--- src/rtl/hdte_pkg.sv ---
`timescale 1ns / 1ps

package hdte_pkg;

   // character codes
   localparam logic [7:0] CHAR_NUL   = 8'h00;
   localparam logic [7:0] CHAR_TAB   = 8'h09;
   localparam logic [7:0] CHAR_LF    = 8'h0A;
   localparam logic [7:0] CHAR_VT    = 8'h0B;
   localparam logic [7:0] CHAR_FF    = 8'h0C;
   localparam logic [7:0] CHAR_CR    = 8'h0D;
   localparam logic [7:0] CHAR_SPACE = 8'h20;

   // hex run bookkeeping
   localparam logic [5:0] DIGEST_DIGITS = 6'd32;
   localparam logic [5:0] RUN_OVER      = 6'd33;

   localparam logic [15:0] COUNT_MAX = 16'hFFFF;

   // result kinds
   localparam logic KIND_DIGEST  = 1'b0;
   localparam logic KIND_SUMMARY = 1'b1;

   // results caused by one input word: an optional digest, then an optional summary
   typedef struct packed {
      logic        has_digest;
      logic        has_summary;
      logic [63:0] digest_high;
      logic [63:0] digest_low;
      logic [15:0] digest_count;
   } item_type;

endpackage

--- src/rtl/hdte_scanner.sv ---
`timescale 1ns / 1ps

module hdte_scanner
   import hdte_pkg::*;
(
   input  logic       clock,
   input  logic       reset,
   input  logic       cfg_write,
   input  logic       cfg_mode,
   input  logic       step,
   input  logic [7:0] text_byte,
   input  logic       end_of_text,
   output item_type   item
);

   typedef enum logic [1:0] {
      PH_START = 2'd0,
      PH_HEX   = 2'd1,
      PH_SKIP  = 2'd3
   } phase_type;

   phase_type   phase_ff, phase_in;
   logic        mode_ff, mode_in;
   logic [1:0]  kp_ff, kp_in;
   logic [5:0]  run_ff, run_in;
   logic [63:0] acc_hi_ff, acc_hi_in;
   logic [63:0] acc_lo_ff, acc_lo_in;
   logic [15:0] total_ff, total_in;
   logic        stopped_ff, stopped_in;

   logic        is_hex;
   logic [3:0]  digit;
   logic        line_end;
   logic        white;
   logic        found;
   logic        is_m, is_d, is_5;
   logic [63:0] shift_hi, shift_lo;

   always_comb begin
      is_hex = 1'b1;
      digit  = 4'd0;
      if (text_byte >= 8'h30 && text_byte <= 8'h39) begin
         digit = 4'(text_byte - 8'h30);
      end else if (text_byte >= 8'h61 && text_byte <= 8'h66) begin
         digit = 4'(text_byte - 8'h57);
      end else if (text_byte >= 8'h41 && text_byte <= 8'h46) begin
         digit = 4'(text_byte - 8'h37);
      end else begin
         is_hex = 1'b0;
      end
   end

   assign line_end = (text_byte == CHAR_LF) || (text_byte == CHAR_NUL);
   assign white    = (text_byte == CHAR_TAB) || (text_byte == CHAR_LF) ||
                     (text_byte == CHAR_VT) || (text_byte == CHAR_FF) ||
                     (text_byte == CHAR_CR) || (text_byte == CHAR_SPACE);
   assign is_m     = (text_byte == 8'h6D) || (text_byte == 8'h4D);
   assign is_d     = (text_byte == 8'h64) || (text_byte == 8'h44);
   assign is_5     = (text_byte == 8'h35);
   assign shift_hi = {acc_hi_ff[59:0], acc_lo_ff[63:60]};
   assign shift_lo = {acc_lo_ff[59:0], digit};

   always_comb begin
      mode_in    = mode_ff;
      phase_in   = phase_ff;
      kp_in      = kp_ff;
      run_in     = run_ff;
      acc_hi_in  = acc_hi_ff;
      acc_lo_in  = acc_lo_ff;
      total_in   = total_ff;
      stopped_in = stopped_ff;
      found      = 1'b0;
      item       = '0;
      if (cfg_write) begin
         mode_in  = cfg_mode;
         phase_in = PH_START;
         kp_in    = 2'd0;
         run_in   = 6'd0;
      end else if (step) begin
         if (!stopped_ff) begin
            case (phase_ff)
               PH_START: begin
                  if (!mode_ff) begin
                     // leading hex run of a plain line
                     if (is_hex) begin
                        if (run_ff < DIGEST_DIGITS) begin
                           acc_hi_in = shift_hi;
                           acc_lo_in = shift_lo;
                           run_in    = run_ff + 6'd1;
                        end else begin
                           run_in = RUN_OVER;
                        end
                     end else begin
                        found    = (run_ff == DIGEST_DIGITS) && (line_end || white);
                        run_in   = 6'd0;
                        phase_in = (text_byte == CHAR_LF) ? PH_START : PH_SKIP;
                     end
                  end else begin
                     // keyword search
                     if (text_byte == CHAR_LF) begin
                        kp_in = 2'd0;
                     end else if (text_byte == CHAR_NUL) begin
                        kp_in    = 2'd0;
                        phase_in = PH_SKIP;
                     end else if (kp_ff == 2'd2 && is_5) begin
                        kp_in    = 2'd0;
                        phase_in = PH_HEX;
                        run_in   = 6'd0;
                     end else if (kp_ff == 2'd1 && is_d) begin
                        kp_in = 2'd2;
                     end else begin
                        kp_in = is_m ? 2'd1 : 2'd0;
                     end
                  end
               end
               PH_HEX: begin
                  if (is_hex) begin
                     if (run_ff < DIGEST_DIGITS) begin
                        acc_hi_in = shift_hi;
                        acc_lo_in = shift_lo;
                        run_in    = run_ff + 6'd1;
                     end else begin
                        run_in = RUN_OVER;
                     end
                  end else begin
                     found  = (run_ff == DIGEST_DIGITS) && (line_end || white);
                     run_in = 6'd0;
                     if (text_byte == CHAR_LF) begin
                        phase_in = PH_START;
                        kp_in    = 2'd0;
                     end else if (found || text_byte == CHAR_NUL) begin
                        phase_in = PH_SKIP;
                     end
                  end
               end
               default: begin
                  if (text_byte == CHAR_LF) begin
                     phase_in = PH_START;
                     kp_in    = 2'd0;
                     run_in   = 6'd0;
                  end
               end
            endcase

            // text ends inside a run: judge it as at the end of the line
            if (end_of_text && !found && !line_end && run_in == DIGEST_DIGITS &&
                (phase_in == PH_HEX || (phase_in == PH_START && !mode_ff))) begin
               found = 1'b1;
            end

            if (found) begin
               if (total_ff != COUNT_MAX) begin
                  total_in = total_ff + 16'd1;
               end
               if (!mode_ff) begin
                  stopped_in = 1'b1;
               end
            end
         end

         item.has_digest   = found;
         item.has_summary  = end_of_text;
         item.digest_high  = acc_hi_in;
         item.digest_low   = acc_lo_in;
         item.digest_count = total_in;

         if (end_of_text) begin
            phase_in   = PH_START;
            kp_in      = 2'd0;
            run_in     = 6'd0;
            acc_hi_in  = 64'd0;
            acc_lo_in  = 64'd0;
            total_in   = 16'd0;
            stopped_in = 1'b0;
         end
      end
   end

   always_ff @(posedge clock) begin
      if (reset) begin
         mode_ff    <= 1'b0;
         phase_ff   <= PH_START;
         kp_ff      <= 2'd0;
         run_ff     <= 6'd0;
         acc_hi_ff  <= 64'd0;
         acc_lo_ff  <= 64'd0;
         total_ff   <= 16'd0;
         stopped_ff <= 1'b0;
      end else begin
         mode_ff    <= mode_in;
         phase_ff   <= phase_in;
         kp_ff      <= kp_in;
         run_ff     <= run_in;
         acc_hi_ff  <= acc_hi_in;
         acc_lo_ff  <= acc_lo_in;
         total_ff   <= total_in;
         stopped_ff <= stopped_in;
      end
   end

endmodule

--- src/rtl/hex_digest_token_extractor.sv ---
`timescale 1ns / 1ps

// hex digest token extractor
// req channel: one text byte per word plus an end_of_text flag; a byte of 10
//    ends a line. csr channel: one word writes annotated_mode (0 plain digest
//    list, 1 search each line after an "md5" keyword); always ready, and a
//    write restarts the current line. write it only while the block is idle.
// rsp channel: digest words (kind 0, 128-bit packed value and running count)
//    and an end of text summary word (kind 1, final count), last marks the
//    final word caused by one byte.
// visibility: a result is on rsp in the cycle after its byte is accepted when
//    the queue ahead of it is empty, later when older words are still waiting.
// throughput: one byte per cycle while rsp_ready holds and each byte gives
//    at most one word; a byte giving a digest and a summary sends two words.
//    the rate is set by the single rsp port draining a two-entry result queue.
// stall: the queue holds two bytes' worth of results; req_ready drops only
//    when both entries are full, so a stalled receiver backs up into req.
// reset: synchronous, clears the scan state, the mode register and the queue.
module hex_digest_token_extractor
   import hdte_pkg::*;
(
   input  logic        clock,
   input  logic        reset,
   // text bytes in
   input  logic        req_valid,
   output logic        req_ready,
   input  logic [7:0]  req_text_byte,
   input  logic        req_end_of_text,
   // results out
   output logic        rsp_valid,
   input  logic        rsp_ready,
   output logic        rsp_result_kind,
   output logic [63:0] rsp_digest_high,
   output logic [63:0] rsp_digest_low,
   output logic [15:0] rsp_digest_count,
   output logic        rsp_last,
   // mode register write
   input  logic        csr_valid,
   output logic        csr_ready,
   input  logic        csr_annotated_mode
);

   logic     req_fire;
   logic     rsp_fire;
   logic     csr_fire;
   item_type item;

   // two-entry result queue, one entry per byte that gives any result
   item_type   q_ff [2];
   logic       wr_ptr_ff, wr_ptr_in;
   logic       rd_ptr_ff, rd_ptr_in;
   logic [1:0] count_ff, count_in;
   logic       digest_done_ff, digest_done_in;   // head digest already sent
   item_type   head;
   logic       show_digest;
   logic       push;
   logic       pop;

   assign csr_ready = 1'b1;
   assign csr_fire  = csr_valid & csr_ready;
   assign req_ready = (count_ff != 2'd2);
   assign req_fire  = req_valid & req_ready;

   hdte_scanner u_scanner (
      .clock       (clock),
      .reset       (reset),
      .cfg_write   (csr_fire),
      .cfg_mode    (csr_annotated_mode),
      .step        (req_fire),
      .text_byte   (req_text_byte),
      .end_of_text (req_end_of_text),
      .item        (item)
   );

   assign push = req_fire && (item.has_digest || item.has_summary);

   // head entry: digest first, then the summary if the byte ended the text
   assign head        = q_ff[rd_ptr_ff];
   assign show_digest = head.has_digest && !digest_done_ff;
   assign rsp_valid   = (count_ff != 2'd0);
   assign rsp_fire    = rsp_valid & rsp_ready;
   assign pop         = rsp_fire && (!show_digest || !head.has_summary);

   assign rsp_result_kind  = show_digest ? KIND_DIGEST : KIND_SUMMARY;
   assign rsp_digest_high  = show_digest ? head.digest_high : 64'd0;
   assign rsp_digest_low   = show_digest ? head.digest_low : 64'd0;
   assign rsp_digest_count = head.digest_count;
   assign rsp_last         = !show_digest || !head.has_summary;

   always_comb begin
      wr_ptr_in      = wr_ptr_ff;
      rd_ptr_in      = rd_ptr_ff;
      count_in       = count_ff;
      digest_done_in = digest_done_ff;
      if (push) begin
         wr_ptr_in = ~wr_ptr_ff;
      end
      if (pop) begin
         rd_ptr_in      = ~rd_ptr_ff;
         digest_done_in = 1'b0;
      end else if (rsp_fire) begin
         digest_done_in = 1'b1;
      end
      case ({push, pop})
         2'b10:   count_in = count_ff + 2'd1;
         2'b01:   count_in = count_ff - 2'd1;
         default: count_in = count_ff;
      endcase
   end

   always_ff @(posedge clock) begin
      if (reset) begin
         wr_ptr_ff      <= 1'b0;
         rd_ptr_ff      <= 1'b0;
         count_ff       <= 2'd0;
         digest_done_ff <= 1'b0;
      end else begin
         wr_ptr_ff      <= wr_ptr_in;
         rd_ptr_ff      <= rd_ptr_in;
         count_ff       <= count_in;
         digest_done_ff <= digest_done_in;
      end
   end

   // queue payload, no reset needed
   always_ff @(posedge clock) begin
      if (push) begin
         q_ff[wr_ptr_ff] <= item;
      end
   end

   // queue never holds more than its two entries
   a_count_bound: assert property (@(posedge clock) disable iff (reset)
      count_ff <= 2'd2)
      else $error("result queue count out of range");

   // a byte with results is visible on rsp in the next cycle
   a_push_visible: assert property (@(posedge clock) disable iff (reset)
      push |=> rsp_valid)
      else $error("pushed result not visible");

   // a digest that is not last is followed directly by its summary
   a_digest_then_summary: assert property (@(posedge clock) disable iff (reset)
      rsp_fire && rsp_result_kind == KIND_DIGEST && !rsp_last
      |=> rsp_valid && rsp_result_kind == KIND_SUMMARY)
      else $error("summary lost after digest");

   // a summary word is always last and carries no digest
   a_summary_shape: assert property (@(posedge clock) disable iff (reset)
      rsp_valid && rsp_result_kind == KIND_SUMMARY
      |-> rsp_last && rsp_digest_high == 64'd0 && rsp_digest_low == 64'd0)
      else $error("malformed summary word");

endmodule
--- config.mk ---
export PLATFORM = sky130hd
export DESIGN_NAME = hex_digest_token_extractor
export DESIGN_NICKNAME = d
export VERILOG_FILES = /design/src/rtl/hdte_pkg.sv /design/src/rtl/hdte_scanner.sv /design/src/rtl/hex_digest_token_extractor.sv
export SDC_FILE = /design/constraint.sdc
export NUM_CORES = 1
export LEC_CHECK = 0
export BUFFER_PORTS_ARGS = -buffer_cell sky130_fd_sc_hd__buf_2
export CAP_MARGIN = 20
export CORE_UTILIZATION = 40
export CTS_CLUSTER_SIZE = 10
export DETAILED_ROUTE_END_ITERATION = 10
export PLACE_DENSITY = 0.59
export SETUP_SLACK_MARGIN = 0.1
export SLEW_MARGIN = 40
export SYNTH_ARGS = -nofsm -noshare
export SYNTH_HDL_FRONTEND = slang
export SYNTH_SLANG_ARGS = --single-unit
--- constraint.sdc ---
create_clock -name clock -period 13.4 [get_ports clock]
set_input_delay 1.34 -clock clock [delete_from_list [all_inputs] [get_ports clock]]
set_output_delay 1.34 -clock clock [all_outputs]
set_load 0.02 [all_outputs]
==> results of run 1 <==
==> path summary, 6_finish.rpt <==
path,cells past startpoint,slack [ns],to
worst min-delay path,2,0.49,digest_done_ff$_SDFFE_PP0P_
worst max-delay path,13,7.60,q_ff[1][123]$_DFFE_PP_
worst max register to register,10,8.53,q_ff[1][123]$_DFFE_PP_
worst min register to register,2,0.49,digest_done_ff$_SDFFE_PP0P_
==> registers in the layout, indices dropped and copies added, names as in the netlist, 2 cells and up, named ones only <==
register / cells
u_scanner.run_ff: 6
u_scanner.kp_ff: 2
u_scanner.acc_lo_ff: 64
u_scanner.acc_hi_ff: 64
u_scanner.phase_ff: 2
q_ff: 292
count_ff: 2
u_scanner.total_ff: 16
==> power by group through the flow <==
| stage | Sequential [mW] | Clock, mW | Combinational (mW) |
|---|---|---|---|
| finish | 1.50 | 1.28 | 0.341 |
| global route | 1.51 | 1.37 | 0.366 |
| global placement | 1.53 | 0 | 0.341 |
| detailed placement | 1.53 | 0 | 0.346 |
| floorplan | 1.54 | 0 | 0.227 |
| CTS | 1.50 | 1.31 | 0.347 |
==> worst max-delay path: cells and delay by family <==
family	cells	cell delay, ns
AOI/OAI and AO/OA	6	1.97
buffers and inverters	5	2.01
adders and majority gates	1	0.34
and+or+nand+nor	1	0.22
==> layout make-up <==
| class | instances | area, um^2 | area share |
|---|---|---|---|
| flip-flops and latches | 454 | 12000 | 0.526 |
| multi-input cells | 1247 | 7340 | 0.321 |
| clock buffers | 93 | 1470 | 0.0641 |
| repair buffers | 187 | 1100 | 0.0482 |
| well taps | 664 | 831 | 0.0363 |
| clock inverters | 5 | 58.8 | 0.00257 |
| inverters | 14 | 57.6 | 0.00252 |
==> layer usage <==
layer  vias to the layer above  track usage  part of all wire  wire [um]
met1                      7309        0.258              0.45      22300
met2                       349        0.330              0.49      24400
met3                        80       0.0272             0.046       2290
li1                       7016            -                 -          -
met4                         0       0.0588             0.020       1010
met5                         -            0                 0          0
==> placed cells by master, fill, tap and decap left out, types with 4 or more instances in the layout <==
cell type,instances
a22oi_1,131
buf_2,161
o41ai_1,29
nand2b_1,7
dfxtp_1,161
clkbuf_16,52
nand3_1,21
o21ai_1,10
nor2b_1,4
o21ai_0,20
nor2_1,295
buf_4,15
buf_6,6
o211ai_1,11
or4_1,8
a311oi_1,7
or2_2,7
ha_1,9
a21oi_1,160
edfxtp_1,292
or3_1,14
inv_1,12
nand2_1,228
mux2_2,16
and3_1,6
a31oi_1,16
nand4_1,33
mux2i_1,132
clkbuf_1,40
nor3_1,16
nand3b_1,4
==> cells by family after synthesis <==
logic type                 Yosys count
and+or+nand+nor                    668
DFF                                454
buffers and inverters              167
other                                1
AOI/OAI and AO/OA                  416
xor gates and xnor gates             5
adders and majority gates            9
muxes                              148
==> stage by stage <==
step	cells	utilization	power [mW]	setup WS (ns)	cell area [um^2]
floorplan	1868	-	1.76	3.17	19900
global placement	2562	0.433	1.87	6.98	21200
detailed placement	2566	0.435	1.88	6.92	21300
CTS	2664	0.466	3.16	7.53	22900
global route	2664	0.466	3.24	7.27	22900
finish	2664	0.466	3.13	7.60	22900
==> flow_summary.json, run 1 <==
{
  "synthXorXnorAreaFrac": 0.00220,
  "area_growth_pct": 14.7,
  "hold_viol": 0,
  "drt-wirelength-per-cell_um": 18.8,
  "slowest_delay_ns": 0.74,
  "synthTopCellsByArea": "edfxtp_1, dfxtp_1, mux2i_1, nor2_1, a22oi_1",
  "fillers": 4597,
  "crit_fanout": 57,
  "final_max_slew_viol_count": 0,
  "core_mm2": 0.0491,
  "first_iter_violations": 1261,
  "ys_seq_area_frac": 0.602,
  "cts_buffer_depth": 3,
  "clock-sinks": 454,
  "synth_cell_types": 72,
  "ys_top_cells_by_count": "nor2_1, edfxtp_1, nand2_1",
  "hpwl_um": 29600,
  "wl_um": 50000,
  "finClkSkew_ns": 0.0135,
  "ys_ff_latch": 454,
  "port_buffers": 162,
  "synth_fp_nets": 1892,
  "worstPathRequired_ns": 13.61,
  "clock_tree.root_cell": "clkbuf_16",
  "synthArstFlopShare": 0,
  "cts_tree": "yes",
  "overflow": 0,
  "rsz0062_at_grt": "no",
  "start_util": 0.407,
  "synth_adder_area_share": 0.00565,
  "io_pins": 164,
  "crit_arrival_ns": 6.01,
  "grt_pass1_wl_um": 78200,
  "outcome": "finished, final reports clean",
  "seqPwrFrac": 0.481,
  "vias": 14754,
  "cp_slowest_cell": "buf_4",
  "max_freq_mhz": 172,
  "worst_pin_slew_ns": 0.825,
  "antenna_found_initial": 0,
  "dieArea_mm2": 0.0507,
  "via_per_inst": 5.54,
  "cp_cell_sequence": "buf_2 > inv_1 > ha_1 > o21ba_2 > o21a_4 > o21ai_2 > buf_4 > o2111ai_1 > nor4_4 > a31o_2 > o211a_4 > buf_4 > buf_4",
  "cp_common_cell": "buf_4",
  "ir_worst_vdd_uv": 89.6,
  "grt_pass1_vias": 14142,
  "synth.most_common_cell": "nor2_1",
  "yosysWarnings": 0,
  "finalCritPeriodShare": 0.433,
  "synth_compound_area_frac": 0.137,
  "ant_nets": 0,
  "worst_skew_pair.late_latency_ns": 0.59,
  "hold_ws_ns": 0.490,
  "cts_setup_buffers": 0,
  "crit_type": "primary input to register",
  "p_clk_frac": 0.410,
  "syn_inst": 1868,
  "drive_above_1_share": 0.146,
  "grt_max_degree": 95,
  "hold_path.startpoint": "digest_done_ff$_SDFFE_PP0P_",
  "netlist_area_mm2": 0.0199,
  "drc": 0,
  "internal_power_mw": 2.33,
  "synth_top_area_share": 0.440,
  "synth_mux_area_frac": 0.0753,
  "endpoint_kind": "register",
  "drv_cap": 0,
  "antenna_cells": 0,
  "synth_top_family_by_area": "simple AND/OR/NAND/NOR gates",
  "p_switching_uw": 794,
  "powerDensity_mw_per_mm2": 137,
  "grt_usage": 0.195,
  "synthFlopType": "edfxtp_1",
  "power_leakage_nw": 7.44,
  "die_w_um": 225,
  "rr_startpoint": "u_scanner.phase_ff[0]$_SDFFE_PP0P_",
  "rows": 81,
  "gp_congestion": 0.830,
  "clkTransAtPathRegs_ns": 0.06,
  "cp-startpoint": "req_text_byte[1]",
  "syn_area_per_cell_um2": 10.7,
  "max_slew_margin": 0.450,
  "synth_top_cell_by_area": "edfxtp_1",
  "combinationalPowerShare": 0.109,
  "min-delay-path-class": "register to register",
  "cts_max_level": 2,
  "setup_viol": 0,
  "fin_crit_ns": 5.80,
  "cp-start-kind": "primary input",
  "hold_buffers": 0,
  "dr.pass1.iters": 5,
  "cts_made_buffers": 52,
  "synth-edff-count": 292,
  "cts-resized-gates": 0,
  "synthSimpleGateAreaFrac": 0.145,
  "p_sw_frac": 0.254,
  "dieHeight_um": 225,
  "setup_tns_ns": 0,
  "nets": 1980
}
No activity file was read; power rests on OpenSTA's default activity.
==> inputs of run 2 (changes only) <==
- clock period: 13.4 -> 5.78 ns (I/O delays scaled with it)
==> run 2 against run 1 <==
  * Routed wire length is 0.94% higher
  * Count of clock-buffer cells in the layout unchanged
  * Register-to-register slack lost 6.5 ns
  * Cell count is essentially flat
  * Utilization is 0.16 points higher
  * Design area rose by 0.33%
  * Sequential share of layout area decreased by 0.18 points
  * Highest routed layer unchanged
  * Clock skew grew 0.0064 ns
==> flow_summary.json, run 2 (same netlist as run 1, synthesis figures left out) <==
{
  "drv_cap": 0,
  "cp_slowest_cell": "dfxtp_1",
  "crit_arrival_ns": 3.95,
  "wl_um": 50500,
  "crit_fanout": 68,
  "hold_path.startpoint": "csr_annotated_mode",
  "power_leakage_nw": 7.47,
  "drc": 0,
  "layout_commonest_cell": "nor2_1",
  "final_max_slew_viol_count": 0,
  "io_pins": 164,
  "clock-sinks": 454,
  "cp_cell_sequence": "nor2b_1 > nor2_1 > a221o_1 > nor4_4 > a31o_2 > o21ai_1 > nor2_4 > buf_12",
  "grt_usage": 0.196,
  "slowest_delay_ns": 0.50,
  "met3_usage": 0.0321,
  "cts_tree": "yes",
  "drive_above_1_share": 0.147,
  "antenna_cells": 0,
  "finClkSkew_ns": 0.0199,
  "grt_pass1_vias": 14413,
  "antenna_found_initial": 0,
  "max_slew_margin": 0.445,
  "dieArea_mm2": 0.0507,
  "hold_buffers": 0,
  "cts_max_level": 2,
  "reg.largest.list": "q_ff: 292 flops, u_scanner.acc_hi_ff: 64 flops, u_scanner.acc_lo_ff: 64 flops",
  "worst_pin_slew_ns": 0.833,
  "worstHoldPathCells": 3,
  "rr_startpoint": "u_scanner.mode_ff$_SDFFE_PP0P_",
  "mostFrequentLayoutCells": "nor2_1, edfxtp_1, nand2_1",
  "worstPathRequired_ns": 6.01,
  "crit_type": "register to register",
  "hpwl_um": 29800,
  "cp-startpoint": "u_scanner.mode_ff$_SDFFE_PP0P_",
  "die_w_um": 225,
  "worst_skew_pair.late_latency_ns": 0.59,
  "ant_nets": 0,
  "rows": 81,
  "drt-wirelength-per-cell_um": 18.9,
  "setup_tns_ns": 0,
  "endpoint_kind": "register",
  "hold_ws_ns": 0.224,
  "grt.met2_usage": 0.329,
  "area_growth_pct": 15.0,
  "gp_congestion": 0.857,
  "min-delay-path-class": "primary input to register",
  "grtUsageMet1": 0.260,
  "via_per_inst": 5.58,
  "start_util": 0.407,
  "cts_buffer_depth": 3,
  "max_freq_mhz": 269,
  "hold_viol": 0,
  "power_mw": 7.30,
  "setup_viol": 0,
  "cts-resized-gates": 0,
  "cp-start-kind": "register",
  "vias": 14868,
  "regMostFlops": "q_ff",
  "dieHeight_um": 225,
  "outcome": "finished, final reports clean",
  "dr.pass1.iters": 5,
  "clkTransAtPathRegs_ns": 0.06,
  "fin_crit_ns": 3.72,
  "largest_register_ffs": 292,
  "grt_pass1_wl_um": 78400,
  "finalCritPeriodShare": 0.644,
  "cts_made_buffers": 52,
  "r2r_cells": 8,
  "rsz0062_at_grt": "no",
  "clock_tree.root_cell": "clkbuf_16",
  "ir_worst_vdd_uv": 239,
  "grt_max_degree": 148,
  "grt-busiest-layer": "met2",
  "powerDensity_mw_per_mm2": 318,
  "nets": 1984,
  "first_iter_violations": 1253,
  "port_buffers": 162,
  "overflow": 0,
  "core_mm2": 0.0491,
  "cts_setup_buffers": 0
}
==> run 2: changes by cell type in the layout (fill, tap and decap cells not counted), sizes merged <==
| cell | change |
|---|---|
| clkinv | -3 |
| inv | -1 |
| buf | +4 |
| bufinv | +1 |
==> run 2: layer usage <==
metal	routed length, um	part of all wire	up-vias
met4	951	0.019	0
met3	2670	0.053	69
met5	0	0	-
met1	22400	0.44	7329
met2	24500	0.49	434
li1	-	-	7036
==> run 2: cell type report <==
| class | count | area [um^2] |
|---|---|---|
| clock buffer | 93 | 1490 |
| clock inverter | 2 | 50.0 |
| fill | 4593 | 26100 |
| inverter | 14 | 55.1 |
| multi-input combinational | 1247 | 7340 |
| sequential | 454 | 12000 |
| tap | 664 | 831 |
| timing repair buffer | 191 | 1160 |
==> run 2: critical path: cells and delay by family (launching register included) <==
family,cells,cell delay (ns)
AND/OR/NAND/NOR,4,1.40
AO/OA/AOI/OAI,3,0.97
flip-flops,1,0.50
buffers and inverters,1,0.43
==> run 2: path summary, 6_finish.rpt <==
check                                         to  slack, ns
max reg2reg               q_ff[0][127]$_DFFE_PP_       2.06
max                       q_ff[0][127]$_DFFE_PP_       2.06
min               u_scanner.mode_ff$_SDFFE_PP0P_       0.22
min reg2reg  u_scanner.acc_lo_ff[2]$_SDFFE_PP0P_       0.49
==> run 2: report_power, final <==
| part | leakage (nW) | total, mW | switching [mW] | internal [mW] |
|---|---|---|---|---|
| clock | 0.730 | 3.02 | 1.25 | 1.77 |
| sequential | 4.17 | 3.50 | 0.0315 | 3.47 |
| combinational | 2.57 | 0.778 | 0.551 | 0.227 |
| total | 7.47 | 7.30 | 1.83 | 5.47 |
==> run 2: through the flow <==
| step | utilization | cell area, um^2 | setup slack, ns | cells |
|---|---|---|---|---|
| floorplan | - | 19900 | 0.392 | 1868 |
| global placement | 0.434 | 21300 | 1.48 | 2566 |
| detailed placement | 0.436 | 21400 | 1.40 | 2569 |
| CTS | 0.467 | 22900 | 1.95 | 2664 |
| global route | 0.468 | 22900 | 1.84 | 2665 |
| finish | 0.468 | 22900 | 2.06 | 2665 |
